<file path="src/sv/first_fit_free_list_allocator_unit_macros.svh">
// assertion macros for the first-fit allocator
// no dependencies; included by the top level only
`ifndef FIRST_FIT_FREE_LIST_ALLOCATOR_UNIT_MACROS_SVH
`define FIRST_FIT_FREE_LIST_ALLOCATOR_UNIT_MACROS_SVH

// same-cycle implication, disabled while reset is low
`define FFA_ASSERT_IMP(label, clk, rst_n, ante, cons, msg) \
    label: assert property (@(posedge clk) disable iff (!rst_n) (ante) |-> (cons)) \
        else $error(msg);

// next-cycle implication, disabled while reset is low
`define FFA_ASSERT_NXT(label, clk, rst_n, ante, cons, msg) \
    label: assert property (@(posedge clk) disable iff (!rst_n) (ante) |=> (cons)) \
        else $error(msg);

`endif

</file>
<file path="src/sv/ffa_pkg.sv">
// shared types, codes and defaults for the first-fit allocator
// no dependencies
package ffa_pkg;

    localparam int REQ_SIZE_W = 12;
    localparam int ADDR_W     = 10;

    localparam int HEAP_BYTES_DEF   = 1024;
    localparam int WORD_BYTES_DEF   = 8;
    localparam int HEADER_BYTES_DEF = 16;

    typedef enum logic [1:0] {
        REQ_INIT  = 2'd0,
        REQ_ALLOC = 2'd1,
        REQ_FREE  = 2'd2
    } t_req;

    typedef enum logic [1:0] {
        ST_OK         = 2'd0,
        ST_SIZE_ZERO  = 2'd1,
        ST_SIZE_ALIGN = 2'd2,
        ST_NO_FIT     = 2'd3
    } t_status;

    typedef struct packed {
        logic [1:0]            req_type;
        logic [REQ_SIZE_W-1:0] req_size;
        logic [ADDR_W-1:0]     block_addr;
    } t_in_beat;

    typedef struct packed {
        logic [ADDR_W-1:0] result_addr;
        t_status           status;
    } t_out_beat;

    typedef struct packed {
        logic re;
        logic we_size;
        logic we_next;
    } t_ram_ctl;

endpackage

</file>
<file path="src/sv/ffa_rem_unit.sv">
// iterative remainder unit, one restoring step per cycle
// uses ffa_pkg for the operand width
module ffa_rem_unit (
    input  logic                           i_clk,
    input  logic                           i_rst_n,
    input  logic                           i_start,
    input  logic [ffa_pkg::REQ_SIZE_W-1:0] i_dividend,
    input  logic [ffa_pkg::REQ_SIZE_W-1:0] i_divisor,
    output logic                           o_done,
    output logic                           o_rem_zero
);

    localparam int W  = ffa_pkg::REQ_SIZE_W;
    localparam int CNW = $clog2(W);

    logic           r_busy;
    logic           r_done;
    logic [CNW-1:0] r_cnt;
    logic [W-1:0]   r_dvd;
    logic [W-1:0]   r_div;
    logic [W-1:0]   r_rem;
    logic [W:0]     w_trial;
    logic [W:0]     w_diff;

    always_comb begin
        w_trial = {r_rem, r_dvd[W-1]};
        w_diff  = w_trial - {1'b0, r_div};
    end

    always_ff @(posedge i_clk) begin
        if (!i_rst_n) begin
            r_busy <= 1'b0;
            r_done <= 1'b0;
            r_cnt  <= '0;
        end else begin
            r_done <= 1'b0;
            if (i_start) begin
                r_busy <= 1'b1;
                r_cnt  <= '0;
                r_dvd  <= i_dividend;
                r_div  <= i_divisor;
                r_rem  <= '0;
            end else if (r_busy) begin
                r_dvd <= {r_dvd[W-2:0], 1'b0};
                if (w_trial >= {1'b0, r_div}) begin
                    r_rem <= w_diff[W-1:0];
                end else begin
                    r_rem <= w_trial[W-1:0];
                end
                if (r_cnt == CNW'(W - 1)) begin
                    r_busy <= 1'b0;
                    r_done <= 1'b1;
                end
                r_cnt <= r_cnt + 1'b1;
            end
        end
    end

    assign o_done     = r_done;
    assign o_rem_zero = (r_rem == '0);

endmodule

</file>
<file path="config.mk">
export PLATFORM = sky130hd
export DESIGN_NAME = ffa_rem_unit
export DESIGN_NICKNAME = d
export VERILOG_FILES = /design/src/sv/first_fit_free_list_allocator_unit_macros.svh /design/src/sv/ffa_pkg.sv /design/src/sv/ffa_rem_unit.sv
export SDC_FILE = /design/constraint.sdc
export NUM_CORES = 1
export LEC_CHECK = 0
export ABC_CLOCK_PERIOD_IN_PS = 2200
export BUFFER_PORTS_ARGS = -buffer_cell sky130_fd_sc_hd__buf_2
export CAP_MARGIN = 20
export CELL_PAD_IN_SITES_DETAIL_PLACEMENT = 0
export CELL_PAD_IN_SITES_GLOBAL_PLACEMENT = 1
export CORE_MARGIN = 4
export CORE_UTILIZATION = 42
export DETAILED_ROUTE_END_ITERATION = 8
export GPL_TIMING_DRIVEN = 1
export MAX_ROUTING_LAYER = met4
export PLACE_DENSITY = 0.85
export SLEW_MARGIN = 5
export SYNTH_ARGS = -nofsm -noshare
export SYNTH_HDL_FRONTEND = slang
export SYNTH_SLANG_ARGS = --single-unit
</file>
<file path="constraint.sdc">
create_clock -name i_clk -period 2.2 [get_ports i_clk]
set_clock_uncertainty 0.1 [all_clocks]
set_input_delay 0 -clock i_clk [delete_from_list [all_inputs] [get_ports i_clk]]
set_output_delay 0 -clock i_clk [all_outputs]
set_load 0.005 [all_outputs]
</file>
==> qor.csv, run 1 <==
metric,value,unit
status,"complete, but fails checks",
violations,negative setup slack,
period_minus_slack,2.27,ns
route.top_layer_used,met4,
ir_drop,519,uV
grt_pass1_wl,10.0,mm
synthArstFlopShare,0,%
synth-compound-area-share,17.6,%
place_inst,332,
drive_gt1_share,44.0,%
dieWidth,82.6,um
antenna_found_initial,0,
wl_met2,3.48,mm
critPathTopFamily,compound AO/OA/AOI/OAI gates,
synth_seq_cells,42,
ios,29,
postPlaceCellArea,2850,um2
worst_slack,-0.0699,ns
cts_sinks,42,
final_util,65.6,%
met1_length,2.58,mm
cpPeakStageDelay,0.49,ns
grt-ovfl-total,0,
period_share,103,%
grt_start_max_net_pins,24,
hpwl,3.75,mm
dieHeight,82.6,um
clock-root-buffer,clkbuf_8,
synth_ff_type,edfxtp_1,
synth_top_family_by_area,compound AO/OA/AOI/OAI gates,
ys_types,49,
yosys_warnings,0,
h-tree-depth,2,
cpMaxStageDelayCell,or4b_4,
start_util,44.6,%
yosys.area_share.adder,7.82,%
synth_edf_count,36,
path_depth,6,
final_antenna_net_count,0,
drtIter0Drc,131,
layout_common_cells,"buf_4, edfxtp_1, buf_2, dlygate4sd3_1, inv_1",
row_count,26,
final_area,3430,um2
setup_tns,-0.290,ns
via_count,1993,
portBuffers,28,
path_class,flop to flop,
rsz0062_at_grt,true,
path_buf_inv,0,
area_growth,46.9,%
setup_violations,7,
synth_cells,198,
final_cells,370,
synth_area_leaders,"edfxtp_1, ha_1, mux2_2",
synth-xor-area-share,3.00,%
worst-r2r-cell-count,6,
final_common_cell,buf_4,
leakage,0.00136,uW
core_area,5240,um2
path_cells,"ha_4, o21a_1, a211oi_4, o31a_4, or4b_4, a21oi_2",
yosysSeqAreaShare,51.4,%
synth.largest_area_cell,edfxtp_1,
grt_pass1_vias,2050,
syn-cell-area,2340,um2
required,2.24,ns
grtUsageTotal,20.3,%
hp-class,primary input to flop,
synthMuxAreaShare,6.16,%
dieArea,6820,um2
critPathMaxFanout,5,
drc,0,
pre_cts_slack,-0.209,ns
maxSlewHeadroom,55.6,%
gp_congestion,0.909,
hold_viol,0,
timing.fmax,441,MHz
clkSlewWorstSetupHoldPaths,0.07,ns
postSynthAreaPerCell,11.8,um2
power_density,702,nW/um2
maxSlewViolCount,0,
cp_data_arrival_time,2.31,ns
yosysTopAreaCellShare,46.3,%
nNetsFinal,340,
endpoint_kind,flop,
hold_depth,2,
synthesis.nets,239,
routedWlPerCell,17.1,um
synth-simple-area-share,10.9,%
viasPerCell,5.39,
met3_length,242,um
numCtsBuffers,5,
clock_path_buffers,2,
startpoint_type,flop,
cts_tree,built,
worstMarginPinSlew,0.667,ns
num_antenna_cells,0,
drv_cap,0,
firstDrtPassIters,4,
totalWireLength,6.34,mm
insertion_delay,0.29,ns
-- repair_timing --
| action | in CTS | in global routing |
|---|---|---|
| hold buffers | 25 | 0 |
| pin swaps | 20 | 10 |
| endpoints found under the setup margin | 12 | 12 |
| buffers inserted | 4 | 3 |
| hold endpoints to repair | 29 | 0 |
| resized for setup | 25 | 20 |
-- per-layer routing --
layer / GRT usage (%) / up-vias
met5: - / -
met4: 6.05 / 0
met3: 3.47 / 4
met2: 36.3 / 47
met1: 23.2 / 979
li1: - / 963
-- synthesized netlist by cell type (all sizes together) (4+ instances only) --
cell	count
edfxtp	36
inv	16
a21oi	15
ha	13
mux2	11
nand2	9
o21ai	9
nor2	8
dfxtp	6
nand3	6
xnor2	6
a211oi	4
nor4	4
o21a	4
-- where the power goes --
| part | switching (uW) | internal, uW |
|---|---|---|
| logic | 455 | 465 |
| registers | 35.3 | 945 |
| clock network | 258 | 253 |
-- registers in the layout, summed over array words and instances (netlist names) --
register and count:
o_done 1, r_busy 1, r_cnt 4, r_div 12, r_dvd 12, r_rem 12
-- worst paths after layout --
kind                            endpoint  slack, ns  startpoint
worst max-delay path            r_rem[3]      -0.07    r_rem[1]
worst min-delay path            r_rem[3]       0.16     i_start
worst max register to register  r_rem[3]      -0.07    r_rem[1]
worst min register to register    o_done       0.39    r_cnt[3]
-- cells by family (layout without fill, tap and decap cells) --
group	Yosys count	count (layout)
simple gates	45	45
fa+ha+maj	14	14
flops	42	42
buf+inv	19	121
mux	13	13
compound gates	57	57
xor+xnor	8	8
-- area by class of cell --
type | count | area [um2]
fillers | 382 | 1800
multi-input cells | 137 | 1250
flip-flops and latches | 42 | 1200
repair buffers | 97 | 739
well taps | 70 | 87.6
clock buffers | 7 | 86.3
inverters | 16 | 60.1
clock inverters | 1 | 5.00
-- stage by stage --
stage	power (uW)	hold slack, ns
after CTS	2320	0.151
after floorplan	1410	-0.00113
after detailed placement	1690	0.0781
after global routing	2540	0.183
after global placement	1680	0.0768
final	2410	0.164
Note: power is estimated with default switching activity, not from simulation.
==> inputs of run 2 (changes only) <==
--- a/config.mk
+++ b/config.mk
@@ -16,7 +16,8 @@
 export GPL_TIMING_DRIVEN = 1
 export MAX_ROUTING_LAYER = met4
 export PLACE_DENSITY = 0.85
-export SLEW_MARGIN = 5
+export REMOVE_ABC_BUFFERS = 1
+export SLEW_MARGIN = 20
 export SYNTH_ARGS = -nofsm -noshare
 export SYNTH_HDL_FRONTEND = slang
 export SYNTH_SLANG_ARGS = --single-unit
==> run 2 against run 1 <==
  * Die area unchanged
  * Register-to-register slack got worse by 0.04 ns
  * Combinational power decreased by 1%
  * Via count is 3.2% higher
  * Total power down 2.1%
  * Non-clock buffer count decreased by 1
  * Critical endpoint unchanged
  * Setup slack lost 0.043 ns
  * Utilization is 0.76 points lower
  * Final cell count down 0.27%
  * The flow still finishes with violations (negative setup slack)
  * Wire length is 3.7% lower
  * Critical path depth did not move
==> qor.csv, run 2 (synthesis gave the netlist of run 1 again) <==
metric,value,unit,change
dieArea,6820,um2,unchanged
final_antenna_net_count,0,,unchanged
place_inst,331,,-0.30%
row_count,26,,unchanged
critPathMaxFanout,4,,-1
viasPerCell,5.57,,+3.4%
maxSlewHeadroom,56.1,%,+0.49 points
grtUsageTotal,19.9,%,-0.40 points
insertion_delay,0.30,ns,about the same
cpPeakStageDelay,0.49,ns,about the same
required,2.25,ns,about the same
timing.fmax,432,MHz,-1.9%
route.top_layer_used,met4,,
grt_start_max_net_pins,24,,unchanged
final_common_cell,buf_4,,
period_share,105,%,+2.0 points
fillers,370,,-3.1%
drc,0,,unchanged
multiInputGateArea,1240,um2,-0.80%
portBuffers,28,,unchanged
antenna_found_initial,0,,unchanged
violations,negative setup slack,,
setup_violations,9,,+2
path_cells,"ha_4, and2_4, nand3_4, o31a_4, or4b_1, a21oi_1",,
critPathTopFamily,simple AND/OR/NAND/NOR gates,,
path_class,flop to flop,,
drv_cap,0,,unchanged
firstDrtPassIters,4,,unchanged
layout_common_cells,"buf_4, edfxtp_1, buf_2, dlygate4sd3_1, inv_1",,
core_area,5240,um2,unchanged
top_regs,"r_div (12), r_dvd (12), r_rem (12)",,
final_util,64.8,%,-0.76 points
period_minus_slack,2.31,ns,+0.0433 ns
via_count,2056,,+3.2%
drive_gt1_share,41.1,%,-2.9 points
gp_congestion,0.844,,-7.2%
totalWireLength,6.10,mm,-3.7%
cpMaxStageDelayCell,or4b_1,,
regArea,1200,um2,unchanged
cp_data_arrival_time,2.36,ns,+0.05 ns
clock-root-buffer,clkbuf_8,,
grt_pass1_vias,2153,,+5.0%
met3_length,283,um,+17%
status,"complete, but fails checks",,
cts_sinks,42,,unchanged
startpoint_type,flop,,
clock_path_buffers,2,,unchanged
final_area,3390,um2,-1.2%
power_density,696,nW/um2,-0.90%
nNetsFinal,339,,-0.29%
ir_drop,586,uV,+13%
worstMarginPinSlew,0.659,ns,-0.00736 ns
num_antenna_cells,0,,unchanged
dieHeight,82.6,um,unchanged
start_util,44.6,%,unchanged
wl_met2,3.14,mm,-9.7%
maxSlewViolCount,0,,unchanged
numCtsBuffers,5,,unchanged
path_buf_inv,0,,unchanged
routedWlPerCell,16.5,um,-3.5%
hold_viol,0,,unchanged
postPlaceCellArea,2840,um2,-0.40%
h-tree-depth,2,,unchanged
clkSlewWorstSetupHoldPaths,0.08,ns,about the same
hp-class,primary input to flop,,
grt-ovfl-total,0,,unchanged
area_growth,45.2,%,
final_cells,369,,-0.27%
leakage,0.00135,uW,-0.75%
dieWidth,82.6,um,unchanged
worst_slack,-0.113,ns,-0.0433 ns
met1_length,2.52,mm,-2.2%
ios,29,,unchanged
endpoint_kind,flop,,
hpwl,3.74,mm,-0.21%
drtIter0Drc,110,,-16%
rsz0062_at_grt,true,,
grt_pass1_wl,9.93,mm,-1.2%
cts_tree,built,,
-- run 2: cell types whose count changed in the layout (fill, tap and decap cells not counted), moves of 2 or more --
cell      delta
a21oi_1      +2
a21oi_2      -2
buf_4        +2
buf_6        -3
clkinv_1     +3
ha_1         +2
-- run 2: repair_timing --
action                                 4_1_cts  5_1_grt
setup endpoints to repair                   12       12
hold buffers                                25        0
endpoints found under the hold margin       29        0
pin swaps                                   23       20
resized for setup                           27       14
cloned                                       0        0
setup buffers                                4        1
-- run 2: power by group --
part / total, uW / switching [uW] / internal [uW]
Clock: 475 / 262 / 212
Sequential: 980 / 35.1 / 945
Combinational: 907 / 453 / 454
-- run 2: area by class of cell --
class                           instances  area share, %
Multi-Input combinational cell        137           36.7
Sequential cell                        42           35.4
Timing Repair Buffer                   96           21.2
Tap cell                               70           2.58
Clock buffer                            5           2.03
Inverter                               16           1.77
Clock inverter                          3          0.332
-- run 2: stage by stage --
step	hold slack (ns)	power, uW	setup TNS, ns	worst slack, ns
after floorplan	-0.00113	1400	-0.253	-0.129
after global placement	0.0771	1670	-1.17	-0.207
after detailed placement	0.0781	1680	-1.54	-0.241
after CTS	0.127	2280	-0.211	-0.0886
after global routing	0.181	2470	-1.13	-0.145
final	0.137	2360	-0.319	-0.113
-- run 2: worst register-to-register path: stages (launching register included) --
cell	delay [ns]
edfxtp_1	0.45
ha_4	0.33
and2_4	0.16
nand3_4	0.09
o31a_4	0.40
or4b_1	0.49
a21oi_1	0.14
-- run 2: final timing paths --
check                 from       end  slack, ns  depth (start not counted)
setup / recovery  r_rem[6]  r_rem[3]      -0.11                          6
hold / removal     i_start  r_rem[6]       0.14                          2
setup reg to reg  r_rem[6]  r_rem[3]      -0.11                          6
hold reg to reg   r_cnt[3]    o_done       0.39                          2
-- run 2: metal layers --
metal | global-route usage [%] | vias to the layer above
met1 | 24.0 | 994
met2 | 32.3 | 83
met4 | 10.3 | 0
li1 | - | 964
met3 | 3.04 | 15
met5 | - | -
